### config.mk
export PLATFORM = sky130hd
export DESIGN_NAME = dwpm_front
export DESIGN_NICKNAME = d
export VERILOG_FILES = /design/src/rtl/core/dwpm_pkg.sv /design/src/rtl/core/dwpm_front.sv
export SDC_FILE = /design/constraint.sdc
export NUM_CORES = 2
export LEC_CHECK = 0
export BUFFER_PORTS_ARGS = -buffer_cell sky130_fd_sc_hd__buf_2
export CAP_MARGIN = 0
export CELL_PAD_IN_SITES_DETAIL_PLACEMENT = 0
export CELL_PAD_IN_SITES_GLOBAL_PLACEMENT = 1
export CORE_ASPECT_RATIO = 0.9
export CORE_MARGIN = 1
export CORE_UTILIZATION = 55
export DETAILED_ROUTE_END_ITERATION = 6
export PLACE_DENSITY_LB_ADDON = 0.12
export SETUP_SLACK_MARGIN = 0.2
export SLEW_MARGIN = 20
export SYNTH_ARGS = -nofsm -noshare
export SYNTH_HDL_FRONTEND = slang
export SYNTH_SLANG_ARGS = --single-unit
### constraint.sdc
create_clock -name clock -period 21.5 [get_ports clock]
set_input_delay 1.075 -clock clock [delete_from_list [all_inputs] [get_ports clock]]
set_output_delay 1.075 -clock clock [all_outputs]
set_load 0.05 [all_outputs]
### src/rtl/core/dwpm_pkg.sv
package dwpm_pkg;

   localparam int FRAC_BITS = 16;
   localparam int MAX_DIM   = 4096;
   localparam int SAT_SHIFT = 14;
   localparam int DIV_W     = 34;
   localparam int QUO_W     = 30;
   localparam int REM_W     = DIV_W + FRAC_BITS;

   localparam logic [1:0] CSR_WIDTH  = 2'd0;
   localparam logic [1:0] CSR_HEIGHT = 2'd1;
   localparam logic [1:0] CSR_SIN    = 2'd2;
   localparam logic [1:0] CSR_COS    = 2'd3;

   localparam logic [12:0]        RST_WIDTH  = 13'd320;
   localparam logic [12:0]        RST_HEIGHT = 13'd200;
   localparam logic [16:0]        RST_SIN    = 17'd46341;
   localparam logic signed [17:0] RST_COS    = -18'sd46341;

   typedef struct packed {
      logic [11:0] dest_x;
      logic [11:0] dest_y;
   } req_payload_type;

   typedef struct packed {
      logic        from_end;
      logic [11:0] src_x;
      logic [11:0] src_y;
   } rsp_payload_type;

   typedef struct packed {
      logic [12:0]        screen_width;
      logic [12:0]        screen_height;
      logic [16:0]        sin_value;
      logic signed [17:0] cos_value;
   } cfg_type;

   typedef struct packed {
      logic                    ok;
      logic                    right;
      logic [11:0]             dest_y;
      logic signed [DIV_W-1:0] num_r;
      logic signed [DIV_W-1:0] num_s;
      logic signed [DIV_W-1:0] den;
   } front_type;

   typedef struct packed {
      logic signed [31:0] quot;
      logic [DIV_W-1:0]   rem;
   } div_res_type;

   typedef struct packed {
      logic ok;
      logic right;
   } rside_type;

   typedef struct packed {
      logic               ok;
      logic [11:0]        src_x;
      logic signed [31:0] scale;
      logic [11:0]        dest_y;
   } hside_type;

endpackage

### src/rtl/core/dwpm_front.sv
module dwpm_front (
   input  logic                      clock,
   input  logic                      reset,
   input  logic                      en,
   input  logic                      in_valid,
   input  dwpm_pkg::req_payload_type in_data,
   input  dwpm_pkg::cfg_type         cfg,
   output logic                      out_valid,
   output dwpm_pkg::front_type       out_data
);
   import dwpm_pkg::*;

   logic [11:0] half;
   logic [12:0] wmh;
   logic        outside, left, rgt;
   logic [11:0] col;

   logic        f1_valid_ff, f1_ok_ff, f1_right_ff;
   logic [11:0] f1_dy_ff, f1_col_ff;
   logic [12:0] f1_hmc_ff;

   logic               f2_valid_ff, f2_ok_ff, f2_right_ff;
   logic [11:0]        f2_dy_ff;
   logic [29:0]        p1_in, f2_p1_ff;
   logic signed [30:0] p2_in, f2_p2_ff;
   logic [23:0]        hc_in, f2_hc_ff;
   logic signed [18:0] cs_sum;
   logic signed [31:0] ns_in, f2_ns_ff;

   logic               f3_valid_ff;
   front_type          f3_in, f3_ff;
   logic signed [31:0] den_w;

   assign half = cfg.screen_width[12:1];
   assign wmh  = cfg.screen_width - {1'b0, half};

   always_comb begin
      outside = ({1'b0, in_data.dest_x} >= cfg.screen_width)
             || ({1'b0, in_data.dest_y} >= cfg.screen_height)
             || (32'(in_data.dest_x) >= MAX_DIM)
             || (32'(in_data.dest_y) >= MAX_DIM);
      left = in_data.dest_x < half;
      rgt  = {1'b0, in_data.dest_x} >= wmh;
      col  = left ? in_data.dest_x
                  : 12'(cfg.screen_width - 13'd1 - {1'b0, in_data.dest_x});
   end

   always_ff @(posedge clock) begin
      if (reset) begin
         f1_valid_ff <= 1'b0;
         f2_valid_ff <= 1'b0;
         f3_valid_ff <= 1'b0;
      end else if (en) begin
         f1_valid_ff <= in_valid;
         f2_valid_ff <= f1_valid_ff;
         f3_valid_ff <= f2_valid_ff;
      end
   end

   always_ff @(posedge clock) begin
      if (en) begin
         f1_ok_ff    <= !outside && (left || rgt);
         f1_right_ff <= !left;
         f1_dy_ff    <= in_data.dest_y;
         f1_col_ff   <= col;
         f1_hmc_ff   <= {1'b0, half} - {1'b0, col};
      end
   end

   always_comb begin
      p1_in  = f1_hmc_ff * cfg.sin_value;
      p2_in  = $signed({1'b0, half}) * cfg.cos_value;
      hc_in  = half * f1_col_ff;
      cs_sum = $signed({2'b00, cfg.sin_value}) + $signed({cfg.cos_value[17], cfg.cos_value});
      ns_in  = $signed({1'b0, half}) * cs_sum;
   end

   always_ff @(posedge clock) begin
      if (en) begin
         f2_ok_ff    <= f1_ok_ff;
         f2_right_ff <= f1_right_ff;
         f2_dy_ff    <= f1_dy_ff;
         f2_p1_ff    <= p1_in;
         f2_p2_ff    <= p2_in;
         f2_hc_ff    <= hc_in;
         f2_ns_ff    <= ns_in;
      end
   end

   always_comb begin
      den_w        = $signed({2'b00, f2_p1_ff}) + 32'(f2_p2_ff);
      f3_in.ok     = f2_ok_ff;
      f3_in.right  = f2_right_ff;
      f3_in.dest_y = f2_dy_ff;
      f3_in.num_r  = $signed(DIV_W'({f2_hc_ff, 1'b0}));
      f3_in.num_s  = DIV_W'(f2_ns_ff);
      f3_in.den    = DIV_W'(den_w);
   end

   always_ff @(posedge clock) begin
      if (en) begin
         f3_ff <= f3_in;
      end
   end

   assign out_valid = f3_valid_ff;
   assign out_data  = f3_ff;

endmodule

==> impl_results.md <==
- Status: completed
- Area grow syn2layout: 7.07%
- Gp weighted congestion: 0.910
- Mapped Area: just over 40,000 sq um
- Yosys reg bits: between 200 and 300
- Layout Skew: 31.9 ps
- Synth area leader: fa_1
- Worst-case clock buffer depth: 3
- Final net count: ~5,500
- Min Hold Slack: just over 400 ps
- Worst EP arrival: roughly 9000 ps
- Total GRT Usage: about 27%
- Synth top area share: ~33%
- Slew HR: approximately a quarter
- GR Overflow Total: 0
- Vias: between 20,000 and 30,000
- Dpl hpwl: around 77 mm
- Clock transition at path regs: about 60 ps
- Antenna-violating nets left: 0
- Most frequent cells after synthesis: 857 x inv_1, 674 x fa_1, 540 x nand2_1, 409 x ha_1, 309 x and2_1
- Delay-heaviest family, CP: adder cells
- Total core area: about 74,000 sq um
- Sequential share of the synthesized area: about a fifth
- YS warnings: 0
- CP bufs+invs: 6
- F_max: about 0.11 GHz
- CP most frequent cell: fa_1
- Wire length per cell: between 15 and 20 um
- Most common cell in the netlist: inv_1
- Post-CTS Repair Setup Buffers: 0
- Fraction of registers with async set/reset: 0%
- Required @ worst endpoint: between 20,000 and 25,000 ps
- Syn Area/Cell: approximately 9.7 sq um
- CP endpoint kind: flop
- Final Max Tran Viols: 0
- IO Port Bufs: ~200
- Number of synthesized flops with an enable pin: between 200 and 300
- Final hold vios: 0
- Final setup violation count: 0
- Post-Route Setup TNS: 0 ps
- Ports: ~200
- TritonCTS clock tree: done
- Vias in the first global route: between 30,000 and 40,000
- Die W: just under 300 um
- DRC viols: 0
- Die area: about 76,000 sq um
- Drt initial violations: roughly 1,700
- Antenna violations before repair: 6
- Top_reg_cell synth: edfxtp_1
- Clock latency at the later pin of the worst-skew pair: around 580 ps
- Placed cell count: between 5,000 and 6,000
- Initial Utilization: 55.9%
- Kind of critical path: input port to flop
- DRT Wirelength: ~99 mm
- RSZ-0062 raised after global routing: false
- H-tree depth: 2
- First-pass GRT wire length: 163 mm
- Root buffer cell: clkbuf_16
- CTS resizes: 0
- Final worst path period share: just over 40%
- Worst path max stage delay: 910 ps
- # Max-Cap Violations: 0
- Post-route minimum period: 8790 ps
- Slowest-stage cell, CP: xor2_1
- Util after Layout: around three fifths
- Worst Setup Start Kind: input port
- Filler-free cell count of the finished design: between 5,000 and 6,000
- Share of cells above drive strength 1: under 10%
- Count of hold-fix buffers inserted at cts: 0
- Ranking of synthesized cells by area: fa_1 33%, edfxtp_1 20%, ha_1 12%
- Largest net degree at the start of global routing: 85
- CTS Buf Count: 35
- Die span in y: roughly 260 um
- Worst-Margin Slew: between 1000 and 1500 ps
- Synth cell types: 80
- Clock sinks: about 280
- HP Class: flop to flop
- # rows: 94
- DRT Pass-1 Iters: 6
- Post-synthesis cell count: about 4,200
- Vias per std cell: ~5.4
- Critical-path maximum fanout: 14
-- layout by cell type (no fill, tap or decap), drive strengths merged, types with 28 or more instances in the layout --
cell type / n
a21oi: 162
nand3: 43
nand2: 540
xnor2: 126
xor2: 46
and2: 309
a21o: 62
buf: 219
fa: 674
nor3: 41
inv: 861
nor2: 121
ha: 409
clkbuf: 44
nand2b: 28
edfxtp: 272
o21ai: 83
-- layer usage --
layer	up-vias	global-route usage (%)	routed length, um
li1	13500	-	-
met1	14500	38.7	45000
met2	728	45.6	46300
met3	149	3.26	5140
met4	2	7.10	2490
met5	-	0	11
-- registers in the layout, summed over array words and instances (netlist names) --
name         flops
f2_right_ff      1
f1_right_ff      1
f1_valid_ff      1
f2_p1_ff        30
out_data       102
out_valid        1
f1_ok_ff         1
f2_valid_ff      1
f2_dy_ff        12
f1_col_ff       12
f1_hmc_ff       13
f2_p2_ff        31
f2_hc_ff        24
f2_ns_ff        32
f1_dy_ff        12
f2_ok_ff         1
-- final timing paths --
kind | startpoint | end | slack (ps) | cells after the start
worst max-delay path | cfg[18] | f2_ns_ff[29] | 12710 | 30
worst min-delay path | f2_dy_ff[11] | out_data[113] | 410 | 0
worst max register to register | f1_hmc_ff[1] | f2_p1_ff[29] | 15030 | 19
worst min register to register | f2_dy_ff[11] | out_data[113] | 410 | 0
-- worst register-to-register path, cell delays in order, from the launching register on --
cell       delay [ps]
edfxtp_1          790
nand2_1           190
fa_1              570
inv_1              50
fa_1              470
inv_1              60
fa_1              500
inv_1              50
fa_1              440
fa_1              470
ha_1              380
a2111oi_2         310
o21ai_1           170
a221o_1           400
a221o_1           370
a21oi_2           300
o21ai_2           160
a21oi_2           220
a31oi_1           140
xnor2_1           180
-- cells by family after synthesis --
group	synth area share [%]
compound gates	7.34
xor+xnor	3.66
fa+ha+maj	45.2
buf+inv	9.62
flops	20.0
mux	0.264
other cells	0.00911
simple gates	13.9
-- stage by stage --
stage	worst slack, ps	area (sq um)
after global routing	12150	44100
after floorplan	13420	41200
final	12710	44100
after detailed placement	12100	42900
after CTS	12660	44100
after global placement	12210	42900
-- final cells by class --
type	instances	area, sq um
fillers	6491	29500
multi-input cells	2930	29000
flip-flops and latches	275	8230
inverters	861	3230
well taps	960	1200
repair buffers	219	1170
clock buffers	44	930
clock inverters	19	285
diodes	3	7.51
Power is not shown: default switching activity piles up to over one toggle a cycle in this logic, so the estimate is an artifact.
