File: config.mk
export PLATFORM = sky130hd
export DESIGN_NAME = dwpm_tail
export DESIGN_NICKNAME = d
export VERILOG_FILES = /design/src/rtl/core/dwpm_pkg.sv /design/src/rtl/core/dwpm_tail.sv
export SDC_FILE = /design/constraint.sdc
export NUM_CORES = 2
export LEC_CHECK = 0
export ABC_AREA = 1
export BUFFER_PORTS_ARGS = -buffer_cell sky130_fd_sc_hd__buf_2
export CAP_MARGIN = 0
export CORE_UTILIZATION = 50
export CTS_CLUSTER_DIAMETER = 50
export DETAILED_ROUTE_END_ITERATION = 6
export GPL_TIMING_DRIVEN = 0
export PLACE_DENSITY = 0.72
export SKIP_LAST_GASP = 1
export SLEW_MARGIN = 20
export SYNTH_ARGS = -nofsm -noshare
export SYNTH_HDL_FRONTEND = slang
export SYNTH_SLANG_ARGS = --single-unit
File: constraint.sdc
create_clock -name clock -period 7.7 [get_ports clock]
set_input_delay 0 -clock clock [delete_from_list [all_inputs] [get_ports clock]]
set_output_delay 0 -clock clock [all_outputs]
set_load 0.03 [all_outputs]
File: src/rtl/core/dwpm_pkg.sv
package dwpm_pkg;

   localparam int FRAC_BITS = 16;
   localparam int MAX_DIM   = 4096;
   localparam int SAT_SHIFT = 14;
   localparam int DIV_W     = 34;
   localparam int QUO_W     = 30;
   localparam int REM_W     = DIV_W + FRAC_BITS;

   localparam logic [1:0] CSR_WIDTH  = 2'd0;
   localparam logic [1:0] CSR_HEIGHT = 2'd1;
   localparam logic [1:0] CSR_SIN    = 2'd2;
   localparam logic [1:0] CSR_COS    = 2'd3;

   localparam logic [12:0]        RST_WIDTH  = 13'd320;
   localparam logic [12:0]        RST_HEIGHT = 13'd200;
   localparam logic [16:0]        RST_SIN    = 17'd46341;
   localparam logic signed [17:0] RST_COS    = -18'sd46341;

   typedef struct packed {
      logic [11:0] dest_x;
      logic [11:0] dest_y;
   } req_payload_type;

   typedef struct packed {
      logic        from_end;
      logic [11:0] src_x;
      logic [11:0] src_y;
   } rsp_payload_type;

   typedef struct packed {
      logic [12:0]        screen_width;
      logic [12:0]        screen_height;
      logic [16:0]        sin_value;
      logic signed [17:0] cos_value;
   } cfg_type;

   typedef struct packed {
      logic                    ok;
      logic                    right;
      logic [11:0]             dest_y;
      logic signed [DIV_W-1:0] num_r;
      logic signed [DIV_W-1:0] num_s;
      logic signed [DIV_W-1:0] den;
   } front_type;

   typedef struct packed {
      logic signed [31:0] quot;
      logic [DIV_W-1:0]   rem;
   } div_res_type;

   typedef struct packed {
      logic ok;
      logic right;
   } rside_type;

   typedef struct packed {
      logic               ok;
      logic [11:0]        src_x;
      logic signed [31:0] scale;
      logic [11:0]        dest_y;
   } hside_type;

endpackage

File: src/rtl/core/dwpm_tail.sv
module dwpm_tail (
   input  logic                      clock,
   input  logic                      reset,
   input  logic                      en,
   input  logic                      in_valid,
   input  dwpm_pkg::div_res_type     res,
   input  dwpm_pkg::hside_type       side,
   input  dwpm_pkg::cfg_type         cfg,
   output logic                      out_valid,
   output dwpm_pkg::rsp_payload_type out_data
);
   import dwpm_pkg::*;

   logic signed [33:0] v, vr, top, d;
   logic               hpos, inr;
   logic [29:0]        sh;

   logic        h1_valid_ff, h1_ok_ff;
   logic [11:0] h1_sx_ff;
   logic [30:0] h1_s_ff;
   logic [31:0] h1_d_ff;
   logic [29:0] h1_sh_ff;

   logic        h2_valid_ff, h2_ok_ff;
   logic [11:0] h2_sx_ff;
   logic [46:0] pp_lo_ff, pp_hi_ff;
   logic [29:0] base_ff;

   logic            h3_valid_ff;
   rsp_payload_type h3_in, h3_ff;
   logic [33:0]     pos;
   logic [17:0]     row, hm1;

   always_comb begin
      hpos = !res.quot[31] && (res.quot != 32'sd0);
      v    = $signed({21'b0, cfg.screen_height}) - 34'(res.quot);
      vr   = v + $signed({33'b0, v[33]});
      top  = vr >>> 1;
      d    = $signed({22'b0, side.dest_y}) - top;
      inr  = !d[33] && (d < 34'(res.quot));
      sh   = (side.scale == 32'sd0) ? 30'd0
           : 30'({cfg.screen_height, 16'b0}) - 30'(res.rem);
   end

   always_ff @(posedge clock) begin
      if (reset) begin
         h1_valid_ff <= 1'b0;
         h2_valid_ff <= 1'b0;
         h3_valid_ff <= 1'b0;
      end else if (en) begin
         h1_valid_ff <= in_valid;
         h2_valid_ff <= h1_valid_ff;
         h3_valid_ff <= h2_valid_ff;
      end
   end

   always_ff @(posedge clock) begin
      if (en) begin
         h1_ok_ff <= side.ok && hpos && inr;
         h1_sx_ff <= side.src_x;
         h1_s_ff  <= side.scale[30:0];
         h1_d_ff  <= d[31:0];
         h1_sh_ff <= sh;
         h2_ok_ff <= h1_ok_ff;
         h2_sx_ff <= h1_sx_ff;
         pp_lo_ff <= h1_s_ff * h1_d_ff[15:0];
         pp_hi_ff <= h1_s_ff * h1_d_ff[31:16];
         base_ff  <= 30'({cfg.screen_height, 15'b0}) - {1'b0, h1_sh_ff[29:1]};
      end
   end

   always_comb begin
      pos = 34'(pp_lo_ff) + {pp_hi_ff[17:0], 16'b0} + 34'(base_ff);
      row = pos[33:16];
      hm1 = 18'(cfg.screen_height - 13'd1);
      if (row > hm1) begin
         row = hm1;
      end
      h3_in.from_end = h2_ok_ff;
      h3_in.src_x    = h2_ok_ff ? h2_sx_ff : 12'd0;
      h3_in.src_y    = h2_ok_ff ? row[11:0] : 12'd0;
   end

   always_ff @(posedge clock) begin
      if (en) begin
         h3_ff <= h3_in;
      end
   end

   assign out_valid = h3_valid_ff;
   assign out_data  = h3_ff;

endmodule

==> results.txt <==
The run finished with clean final reports. The synthesized design contains 225 enable-type register cells. The post-synthesis to final-layout area growth came out at 11.4%. The core region is 0.0674 mm².

The number of port buffers was 161; the HPWL reported at the end of detailed placement was 83600 µm. Pin placement for this block handled 214 I/O pins. Total of warnings raised by yosys: 0. The tools report the critical path endpoint as pp_lo_ff[32]$_DFFE_PP_. The run gives 7.65 ns as the arrival time of data at the critical path endpoint. TritonCTS built the clock tree. The setup fix buffers added after clock tree synthesis was 0; the via count of the first global-routing pass was 29289. Entering global routing, the biggest net connects 102 pins. Across all layers, the routed design uses 28867 vias.

For the post-detailed-routing wire length, the log shows 102000 µm. For this run, the total global-route usage over all layers was measured as 30.0%. Adding up every negative setup slack in the final design gives 0 ns.

The required time of the worst setup path came out at 8.00 ns. The worst hold margin was 0.0160 ns; the share of synthesized area occupied by flip-flops and latches was 19.9%. The tools report the number of nets in the finished design as 5457. The die area was 0.0695 mm². Summing every instance area after synthesis gives 0.0342 mm².

The run gives 0 as the number of max-slew violations in the final report. The worst path uses 95.5% of the clock period. In this run the deepest clock path goes through 3 buffers.

Number of max-capacitance violations reported: 0. Of all nets on the critical path, the largest fanout is 10. Mux contribution to synthesized area: 0%. The first detailed-routing pass took 5 iterations. The origin of the worst min-delay path was res[28]. The compound-gate portion of the synthesized area is 5.59%. In this run, synthesis produced a sequential element count of 228. The worst register-to-register path ends at pp_lo_ff[32]$_DFFE_PP_. The fraction of synthesized cell area in xor and xnor cells came out at 4.76%. The setup check on the worst reg-to-reg path leaves a slack of 0.35 ns.

The clock reaches the later pin of the worst-skew pair after 0.57 ns. The count of final hold-check violations is 0. The distinct cell type count after synthesis was 56; the minimum clock period after layout was 7.35 ns. Derived from the worst setup path, the maximum achievable clock frequency is 0.136 GHz. After Yosys synthesis, and, or, nand and nor cells account for 20.8% of the synthesized area.

The floorplan die height works out to 264 µm. The tools report the site row count as 95. The last weighted congestion value of the routability-driven placer is 0.968, and the antenna violation net count after detailed routing is 0.

Synthesis handed over a netlist of 4263 instances. Clock-pin slew was measured on the worst setup and hold paths at 0.06 ns. After global routing the overflow that remains totals 0. With fillers left out, the area of the finished cells amounts to 0.0381 mm².

For this run, asynchronously set or reset flops after synthesis account for 0%. For this design, the sink count on the clock tree is 228. The core utilization of the finished layout came out at 56.5%.

The critical path is of the flip-flop to flip-flop type. After detailed placement, the total cell area comes to 0.0362 mm². The first routing iteration left 2220 violations. In this run the tightest slew margin relative to its limit is 23.2%. The initial cell density of the core was 50.7%. Worst min-delay path category: primary input to flip-flop. Dividing the detail-routed via count by the number of cells gives 5.31. The fraction of layout instances using a drive strength above 1 came out at 7.62%. For the initial antenna violation count, the log shows 3. Setup repair after global routing left no endpoint under its margin. The remaining routing DRC violations is 0.

STA classifies the critical path startpoint as a flip-flop. The slew of the pin with the lowest slew margin came out at 1.15 ns. For this run, the leading register cell type out of synthesis is sky130_fd_sc_hd__edfxtp_1. Number of setup violations in the final report: 0.

The logs give 160000 µm for the global-route wire length before repair and 0.0281 ns for the maximum clock skew at final layout. Summing the areas of all fa, ha and maj instances in the mapped netlist gives 36.6% of the synthesized area. The final routed wire length divided by cell count came out at 18.8 µm. The floorplan step set the die width to 264 µm.

The clock tree root driver cell is sky130_fd_sc_hd__clkbuf_16. The H-tree was split into 2 levels. The number of clock buffers added by TritonCTS is 36. STA classifies the critical path endpoint as a flip-flop.

After synthesis, the mean cell area works out to 8.02 µm². For the number of antenna repair diodes, the log shows 0. By area, the combinational part of the netlist is dominated by adder cells. Counting every net in the synthesized netlist gives 5179. Tracing the worst setup path back leads to its startpoint at h1_d_ff[4]$_DFFE_PP_. The number of cells on the worst reg-to-reg path is 19. In this run the critical register-to-register path is launched from h1_d_ff[4]$_DFFE_PP_.
## final cells by class
type / instances / area (µm²)
inverter: 1004 / 3770
multi-input combinational: 2913 / 23200
fill: 6186 / 29300
sequential: 228 / 6820
tap: 873 / 1090
timing repair buffer: 240 / 1640
clock buffer: 42 / 966
clock inverter: 23 / 194
buffer: 118 / 445
## cell families after synthesis
family / Yosys count
flip-flops: 228
AND/OR/NAND/NOR: 1663
buffers and inverters: 1122
adder cells (fa/ha/maj): 728
XOR/XNOR: 186
AO/OA/AOI/OAI: 336
## worst min-delay path by stage
stage | end | slack (ns) | cells past startpoint
final | h1_sh_ff[28]$_SDFFCE_PN0P_ | 0.02 | 5
after CTS | h1_sh_ff[28]$_SDFFCE_PN0P_ | 0.0009 | 5
after detailed placement | h1_sx_ff[8]$_DFFE_PP_ | 0.18 | 1
after global placement | h1_sx_ff[2]$_DFFE_PP_ | 0.18 | 1
after floorplan | h1_valid_ff$_SDFFE_PP0P_ | 0.07 | 1
after global routing | h1_sh_ff[28]$_SDFFCE_PN0P_ | 0.03 | 5
## what timing repair did
action	4_1_cts	5_1_grt
endpoints found under the hold margin	97	0
resized for setup	0	0
hold buffers	77	0
## routing by layer
metal | part of all wire (%) | vias to the layer above | GRT usage (%)
li1 | - | 13587 | -
met1 | 40 | 13922 | 38.6
met2 | 46 | 1105 | 49.3
met3 | 8.0 | 249 | 5.20
met4 | 5.1 | 4 | 14.0
met5 | 0.024 | - | 0
## registers in the layout, summed over array words and instances, names as in the netlist
name,cells
pp_lo_ff,34
h1_d_ff,32
h1_s_ff,31
base_ff,30
h1_sh_ff,29
out_data,25
pp_hi_ff,18
h1_sx_ff,12
h2_sx_ff,12
h1_ok_ff,1
h1_valid_ff,1
h2_ok_ff,1
h2_valid_ff,1
out_valid,1
## critical path, cell delays in order, from the launching register on
cell and delay [ns]:
sky130_fd_sc_hd__edfxtp_1 0.51, sky130_fd_sc_hd__clkbuf_1 0.79, sky130_fd_sc_hd__buf_1 0.58, sky130_fd_sc_hd__nand2_1 0.20, sky130_fd_sc_hd__fa_1 0.58, sky130_fd_sc_hd__inv_1 0.05
sky130_fd_sc_hd__fa_1 0.47, sky130_fd_sc_hd__inv_1 0.05, sky130_fd_sc_hd__fa_1 0.48, sky130_fd_sc_hd__fa_1 0.50, sky130_fd_sc_hd__fa_1 0.52, sky130_fd_sc_hd__inv_1 0.05
sky130_fd_sc_hd__fa_1 0.45, sky130_fd_sc_hd__ha_1 0.41, sky130_fd_sc_hd__nand2_1 0.14, sky130_fd_sc_hd__nor4_1 0.42, sky130_fd_sc_hd__nand2_1 0.09, sky130_fd_sc_hd__o2111ai_1 0.45
sky130_fd_sc_hd__a31oi_1 0.17, sky130_fd_sc_hd__xor2_1 0.17
## cells in the final DEF (no fill, tap or decap), types with 4 or more instances in the layout
| cell type | instances |
|---|---|
| sky130_fd_sc_hd__or2_2 | 4 |
| sky130_fd_sc_hd__inv_2 | 16 |
| sky130_fd_sc_hd__nand4_1 | 47 |
| sky130_fd_sc_hd__edfxtp_1 | 225 |
| sky130_fd_sc_hd__nor2_4 | 17 |
| sky130_fd_sc_hd__nor4_1 | 21 |
| sky130_fd_sc_hd__inv_6 | 4 |
| sky130_fd_sc_hd__clkbuf_1 | 107 |
| sky130_fd_sc_hd__o21ai_0 | 78 |
| sky130_fd_sc_hd__fa_1 | 453 |
| sky130_fd_sc_hd__nand3_2 | 7 |
| sky130_fd_sc_hd__xnor2_1 | 56 |
| sky130_fd_sc_hd__o21a_1 | 13 |
| sky130_fd_sc_hd__xor2_1 | 130 |
| sky130_fd_sc_hd__inv_1 | 988 |
| sky130_fd_sc_hd__a21oi_1 | 175 |
| sky130_fd_sc_hd__buf_2 | 161 |
| sky130_fd_sc_hd__nor3_1 | 36 |
| sky130_fd_sc_hd__ha_1 | 275 |
| sky130_fd_sc_hd__a211oi_1 | 10 |
| sky130_fd_sc_hd__o21ai_1 | 5 |
| sky130_fd_sc_hd__a31oi_1 | 6 |
| sky130_fd_sc_hd__nor2_2 | 21 |
| sky130_fd_sc_hd__nand3_1 | 137 |
| sky130_fd_sc_hd__buf_1 | 13 |
| sky130_fd_sc_hd__nand3b_1 | 4 |
| sky130_fd_sc_hd__a21o_1 | 5 |
| sky130_fd_sc_hd__nand2_2 | 38 |
| sky130_fd_sc_hd__o21bai_1 | 10 |
| sky130_fd_sc_hd__nand2_4 | 7 |
| sky130_fd_sc_hd__inv_8 | 7 |
| sky130_fd_sc_hd__dlygate4sd3_1 | 77 |
| sky130_fd_sc_hd__clkbuf_16 | 38 |
| sky130_fd_sc_hd__clkinv_2 | 5 |
| sky130_fd_sc_hd__o211ai_1 | 13 |
| sky130_fd_sc_hd__nand2_1 | 1108 |
| sky130_fd_sc_hd__nor2_1 | 201 |
## metrics by stage
stage                     setup slack [ns]  std cells
after floorplan                       1.99       4263
after detailed placement             0.517       5299
after global placement               0.508       5297
after CTS                            0.445       5441
after global routing                 0.127       5441
final                                0.345       5441
## cells in the mapped netlist (16+ instances only)
master	instances	area share [%]
sky130_fd_sc_hd__a21oi_1	175	2.6
sky130_fd_sc_hd__xnor2_1	56	1.4
sky130_fd_sc_hd__ha_1	275	10
sky130_fd_sc_hd__nand2_1	1108	12
sky130_fd_sc_hd__nor3_1	36	0.53
sky130_fd_sc_hd__inv_2	16	0.18
sky130_fd_sc_hd__nor4_1	22	0.40
sky130_fd_sc_hd__nand4_1	47	0.86
sky130_fd_sc_hd__o21ai_0	78	1.1
sky130_fd_sc_hd__clkbuf_1	104	1.1
sky130_fd_sc_hd__nor2_4	17	0.56
sky130_fd_sc_hd__nand2_2	38	0.70
sky130_fd_sc_hd__fa_1	453	27
sky130_fd_sc_hd__nor2_2	21	0.38
sky130_fd_sc_hd__inv_1	988	11
sky130_fd_sc_hd__edfxtp_1	225	20
sky130_fd_sc_hd__nor2_1	201	2.2
sky130_fd_sc_hd__xor2_1	130	3.3
sky130_fd_sc_hd__nand3_1	137	2.0
Power is not shown: default switching activity piles up to over one toggle a cycle in this logic, so the estimate is an artifact.
